<file path="config.mk">
export PLATFORM = sky130hd
export DESIGN_NAME = mstk_ctrl
export DESIGN_NICKNAME = d
export VERILOG_FILES = /design/src/mstk_pkg.sv /design/src/mstk_ctrl.sv
export SDC_FILE = /design/constraint.sdc
export NUM_CORES = 1
export LEC_CHECK = 0
export CAP_MARGIN = 30
export CELL_PAD_IN_SITES_DETAIL_PLACEMENT = 1
export CELL_PAD_IN_SITES_GLOBAL_PLACEMENT = 2
export CORE_UTILIZATION = 31
export DETAILED_ROUTE_END_ITERATION = 16
export DONT_BUFFER_PORTS = 1
export GPL_ROUTABILITY_DRIVEN = 0
export HOLD_SLACK_MARGIN = 0.06
export PLACE_DENSITY = 0.84
export SETUP_SLACK_MARGIN = 0.02
export SYNTH_ARGS = -nofsm -noshare
export SYNTH_HDL_FRONTEND = slang
export SYNTH_SLANG_ARGS = --single-unit
</file>
<file path="constraint.sdc">
create_clock -name clk -period 1.9 [get_ports clk]
set_clock_uncertainty 0.05 [all_clocks]
set_input_delay 0.38 -clock clk [delete_from_list [all_inputs] [get_ports clk]]
set_output_delay 0.38 -clock clk [all_outputs]
set_load 0.01 [all_outputs]
</file>
<file path="src/mstk_pkg.sv">
// ---------------------------------------------------------------------------
// mstk_pkg
// Shared constants and control types of the spanning tree core.
// ---------------------------------------------------------------------------
`timescale 1ns / 1ps

package mstk_pkg;

  localparam int VERT_W        = 6;
  localparam int MAX_VERTICES  = 64;
  localparam int VCNT_W        = 7;
  localparam int WEIGHT_W      = 16;
  localparam int TOTAL_W       = 22;
  localparam int SIZE_W        = $clog2(MAX_VERTICES + 1);
  localparam int EDGE_W        = 2 * VERT_W + WEIGHT_W;
  localparam int DEF_MAX_EDGES = 256;
  localparam int VCNT_RESET    = 64;

  localparam logic ITEM_EDGE  = 1'b0;
  localparam logic ITEM_TOTAL = 1'b1;

  typedef struct packed {
    logic load;      // take one input edge
    logic scan_rst;  // index to zero, clear max search
    logic mx_step;   // fold current edge into max search, next index
    logic thr_load;  // current max becomes threshold
    logic e_latch;   // latch current edge, start find on a
    logic idx_inc;   // next index
    logic f_step;    // follow parent link
    logic fa_root;   // root of a found, start find on b
    logic fb_root;   // root of b found
    logic do_union;  // link sets, add weight, load edge result
    logic fin_load;  // load final result
    logic run_clear; // back to empty state
  } mstk_cmd_t;

  typedef struct packed {
    logic last_idx;
    logic cnt_zero;
    logic any_nxt;
    logic w_match;
    logic root;
    logic same_root;
  } mstk_sts_t;

endpackage

</file>
<file path="src/mstk_ctrl.sv">
// ---------------------------------------------------------------------------
// mstk_ctrl
// Sequencer: load, max-weight passes, union-find and result transfers.
// ---------------------------------------------------------------------------
`timescale 1ns / 1ps

module mstk_ctrl (
  input  logic                clk,
  input  logic                rst_n,
  input  logic                in_valid,
  input  logic                in_last_edge,
  output logic                in_stall,
  output logic                out_valid,
  input  logic                out_stall,
  input  mstk_pkg::mstk_sts_t sts,
  output mstk_pkg::mstk_cmd_t cmd
);

  typedef enum logic [13:0] {
    S_LOAD   = 14'b00000000000001,
    S_START  = 14'b00000000000010,
    S_MX_RD  = 14'b00000000000100,
    S_MX_CMP = 14'b00000000001000,
    S_E_RD   = 14'b00000000010000,
    S_E_CHK  = 14'b00000000100000,
    S_FA_RD  = 14'b00000001000000,
    S_FA_CHK = 14'b00000010000000,
    S_FB_RD  = 14'b00000100000000,
    S_FB_CHK = 14'b00001000000000,
    S_UNION  = 14'b00010000000000,
    S_OUT    = 14'b00100000000000,
    S_FIN    = 14'b01000000000000,
    S_FOUT   = 14'b10000000000000
  } state_t;

  state_t state_r, state_nxt;

  assign in_stall  = (state_r != S_LOAD);
  assign out_valid = (state_r == S_OUT) || (state_r == S_FOUT);

  always_ff @(posedge clk) begin
    if (!rst_n) begin
      state_r <= S_LOAD;
    end else begin
      state_r <= state_nxt;
    end
  end

  always_comb begin
    state_nxt = state_r;
    cmd       = '0;
    case (state_r)
      S_LOAD: begin
        if (in_valid) begin
          cmd.load = 1'b1;
          if (in_last_edge) state_nxt = S_START;
        end
      end
      S_START: begin
        if (sts.cnt_zero) begin
          state_nxt = S_FIN;
        end else begin
          cmd.scan_rst = 1'b1;
          state_nxt    = S_MX_RD;
        end
      end
      S_MX_RD: state_nxt = S_MX_CMP;
      S_MX_CMP: begin
        if (!sts.last_idx) begin
          cmd.mx_step = 1'b1;
          state_nxt   = S_MX_RD;
        end else if (sts.any_nxt) begin
          cmd.thr_load = 1'b1;
          cmd.scan_rst = 1'b1;
          state_nxt    = S_E_RD;
        end else begin
          state_nxt = S_FIN;
        end
      end
      S_E_RD: state_nxt = S_E_CHK;
      S_E_CHK: begin
        if (sts.w_match) begin
          cmd.e_latch = 1'b1;
          state_nxt   = S_FA_RD;
        end else if (sts.last_idx) begin
          cmd.scan_rst = 1'b1;
          state_nxt    = S_MX_RD;
        end else begin
          cmd.idx_inc = 1'b1;
          state_nxt   = S_E_RD;
        end
      end
      S_FA_RD: state_nxt = S_FA_CHK;
      S_FA_CHK: begin
        if (sts.root) begin
          cmd.fa_root = 1'b1;
          state_nxt   = S_FB_RD;
        end else begin
          cmd.f_step = 1'b1;
          state_nxt  = S_FA_RD;
        end
      end
      S_FB_RD: state_nxt = S_FB_CHK;
      S_FB_CHK: begin
        if (!sts.root) begin
          cmd.f_step = 1'b1;
          state_nxt  = S_FB_RD;
        end else if (sts.same_root) begin
          if (sts.last_idx) begin
            cmd.scan_rst = 1'b1;
            state_nxt    = S_MX_RD;
          end else begin
            cmd.idx_inc = 1'b1;
            state_nxt   = S_E_RD;
          end
        end else begin
          cmd.fb_root = 1'b1;
          state_nxt   = S_UNION;
        end
      end
      S_UNION: begin
        cmd.do_union = 1'b1;
        state_nxt    = S_OUT;
      end
      S_OUT: begin
        if (!out_stall) begin
          if (sts.last_idx) begin
            cmd.scan_rst = 1'b1;
            state_nxt    = S_MX_RD;
          end else begin
            cmd.idx_inc = 1'b1;
            state_nxt   = S_E_RD;
          end
        end
      end
      S_FIN: begin
        cmd.fin_load = 1'b1;
        state_nxt    = S_FOUT;
      end
      S_FOUT: begin
        if (!out_stall) begin
          cmd.run_clear = 1'b1;
          state_nxt     = S_LOAD;
        end
      end
      default: state_nxt = S_LOAD;
    endcase
  end

endmodule

</file>
==> results_dict.tcl <==
set metrics [dict create \
    outcome "complete, but fails checks" \
    violations "negative setup slack" \
    reg.largest.list "state_r: 14 flops" \
    syn_avg_cell_area_um2 8.01 \
    hold_class "input pin to flip-flop" \
    seq_area_um2 295 \
    ys_top_cells_by_count "14 x dfxtp_1, 14 x nor2_1, 8 x nand3_1, 7 x nand2_1" \
    post-route-period-util_pct 124 \
    remaining_drc_errors 0 \
    pin_count 25 \
    synth_area_leader_cell "dfxtp_1" \
    synthCells 124 \
    ir_drop_mv 0.328 \
    netlist_area_um2 993 \
    slew_headroom_pct 59.4 \
    synth-async-reset-ratio_pct 0 \
    critPathMaxFanout 2 \
    wirelength_um 4750 \
    r2r_start "state_r[5]" \
    place.port_buffers 0 \
    wl_per_cell_um 21.8 \
    r2r_slack_ps -420 \
    clockBufferDepth 2 \
    ys_ff_latch 14 \
    clockRootBuffer "clkbuf_4" \
    die_area_um2 3440 \
    crit_type "flip-flop to output pin" \
    cts_tree "built" \
    slew_violations 0 \
    vias 1246 \
    grt_max_degree 14 \
    multi_input_area_um2 945 \
    max_stage_delay_ps 360 \
    fmax_mhz 425 \
    worst_skew_pair.late_latency_ps 320 \
    die_height_um 58.6 \
    synth_nets 135 \
    place_hpwl_um 2620 \
    path_cells "nor4_4 > buf_4 > nand2_4 > nor2_4 > nand4b_1 > nor2_2 > a211o_1" \
    post-route-cell-area_um2 1770 \
    fp.dieW_um 58.6 \
    largest_reg_flops 14 \
    worstPathRequired_ps 1470 \
    dp_cells 198 \
    finalSetupViolCount 18 \
    fillers 361 \
    start_kind "flip-flop" \
    worstHoldEndpoint "state_r[0]" \
    yosys_warnings 0 \
    drt_iter0_markers 33 \
    diodes 0 \
    rsz0062_at_grt "yes" \
    slowest_stage "dfxtp_1" \
    drtAntennaViolNets 0 \
    yosysSeqAreaShare_pct 28.2 \
    hold_path_depth 1 \
    min_from "rst_n" \
    path_clk_slew_ps 120 \
    maxCapViolations 0 \
    grt_pass1_vias 1269 \
    fin_nets 186 \
    cts_buffers 3 \
    rows 20 \
    initial_utilization_pct 32.5 \
    fin_ws_ps -451 \
    synthToLayoutAreaGrowth_pct 78.2 \
    tightest_slew_ps 608 \
    startpoint "state_r[5]" \
    place_ws_ps -152 \
    antenna_found_initial 0 \
    synth_cell_type_count 43 \
    viasPerCell 5.72 \
    setup.worst_path.end_class "output pin" \
    fin_total_pwr_uw 747 \
    cts_sinks 14 \
    hold_viol_final 0 \
    synthFlopType "dfxtp_1" \
    core_area_um2 3050 \
    arrival_ps 1920 \
    first_pass_iters 4 \
    synth.area.top_cells "dfxtp_1 28%, nor2_1 5.3%, nor4_4 4.3%" \
    grt_overflow_total 0 \
    regMostFlops "state_r" \
    dpl_cell_area_um2 1310 \
    grt_usage_pct 26.9 \
    finalCriticalPeriod_ps 2350 \
    synth_edf_count 0 \
    powerDensity_nw_per_um2 422 \
    worst_r2r_path_depth 8 \
    finish.utilization_pct 58.0 \
    synth_top_area_share_pct 28.2 \
    reg2reg_to "state_r[2]" \
    drive_gt1_share_pct 64.4 \
    grt_pass1_wl_um 6710 \
    p_leak_uw 0.000743 \
    stdcell_count 218 \
    htreeDepth 1 \
]
[worst max-delay path: cells and delay by family (launching register included)]
| family | cells | cell delay (ps) |
|---|---|---|
| flip-flops | 1 | 360 |
| buffers and inverters | 1 | 190 |
| AND/OR/NAND/NOR | 5 | 890 |
| AO/OA/AOI/OAI | 1 | 170 |
[cells in the final DEF (no fill, tap or decap), drive strengths merged, types with 2 or more instances in the layout]
cell    synthesis  routed
nor2           14      14
nand2           7       7
a21boi          2       2
nor3b           2       2
o21ai           4       4
a21oi           5       5
nor3            6       6
dfxtp          14      14
nor2b           3       3
nand3           8       8
o21a            3       3
or2b            3       3
and2            4       4
clkbuf          3       4
or4             2       2
nor4            6       6
buf             4      53
nor4b           4       4
inv             3       3
xor2            4       4
and3            6       6
[timing repair]
item,in CTS,in global routing
hold buffers,0,0
buffers inserted,11,7
pin swaps,18,16
resized for setup,42,31
setup endpoints to repair,18,22
[worst max path at each step]
| stage | endpoint | slack (ps) | depth (start not counted) |
|---|---|---|---|
| finish | cmd[10] | -450 | 7 |
| global route | cmd[10] | -560 | 7 |
| CTS | cmd[10] | -390 | 6 |
| detailed placement | state_r[2] | -150 | 6 |
| global placement | state_r[4] | -110 | 6 |
| floorplan | cmd[10] | -90 | 6 |
[report_power, final]
group | total, uW | switching [uW] | internal, uW
clock | 256 | 139 | 117
combinational | 190 | 98.4 | 92.0
sequential | 300 | 6.12 | 294
[metal layers]
layer	part of all wire, %	wire length [um]	track usage, %
met5	0	0	0
met4	1.9	90	11.9
met3	3.1	147	3.30
met2	54	2560	48.1
met1	41	1950	32.3
[final cells by class]
cell class | count | share of cell area (%)
multi-input cells | 100 | 53.4
repair buffers | 53 | 24.2
flip-flops and latches | 14 | 16.7
well taps | 44 | 3.11
clock buffers | 4 | 2.05
inverters | 3 | 0.636
[through the flow]
step | TNS [ps] | hold slack, ps
2_1_floorplan | -223 | 459
5_1_grt | -7610 | 79.6
4_1_cts | -4900 | 124
3_3_place_gp | -375 | 429
3_5_place_dp | -640 | 436
6_report | -6370 | 80.8
[logic make-up after synthesis]
kind of cell | Yosys count | synth area share (%)
simple gates | 73 | 45.5
compound gates | 22 | 16.1
flops | 14 | 28.2
buf+inv | 10 | 5.79
xor+xnor | 5 | 4.41
Note: power is estimated with default switching activity, not from simulation.
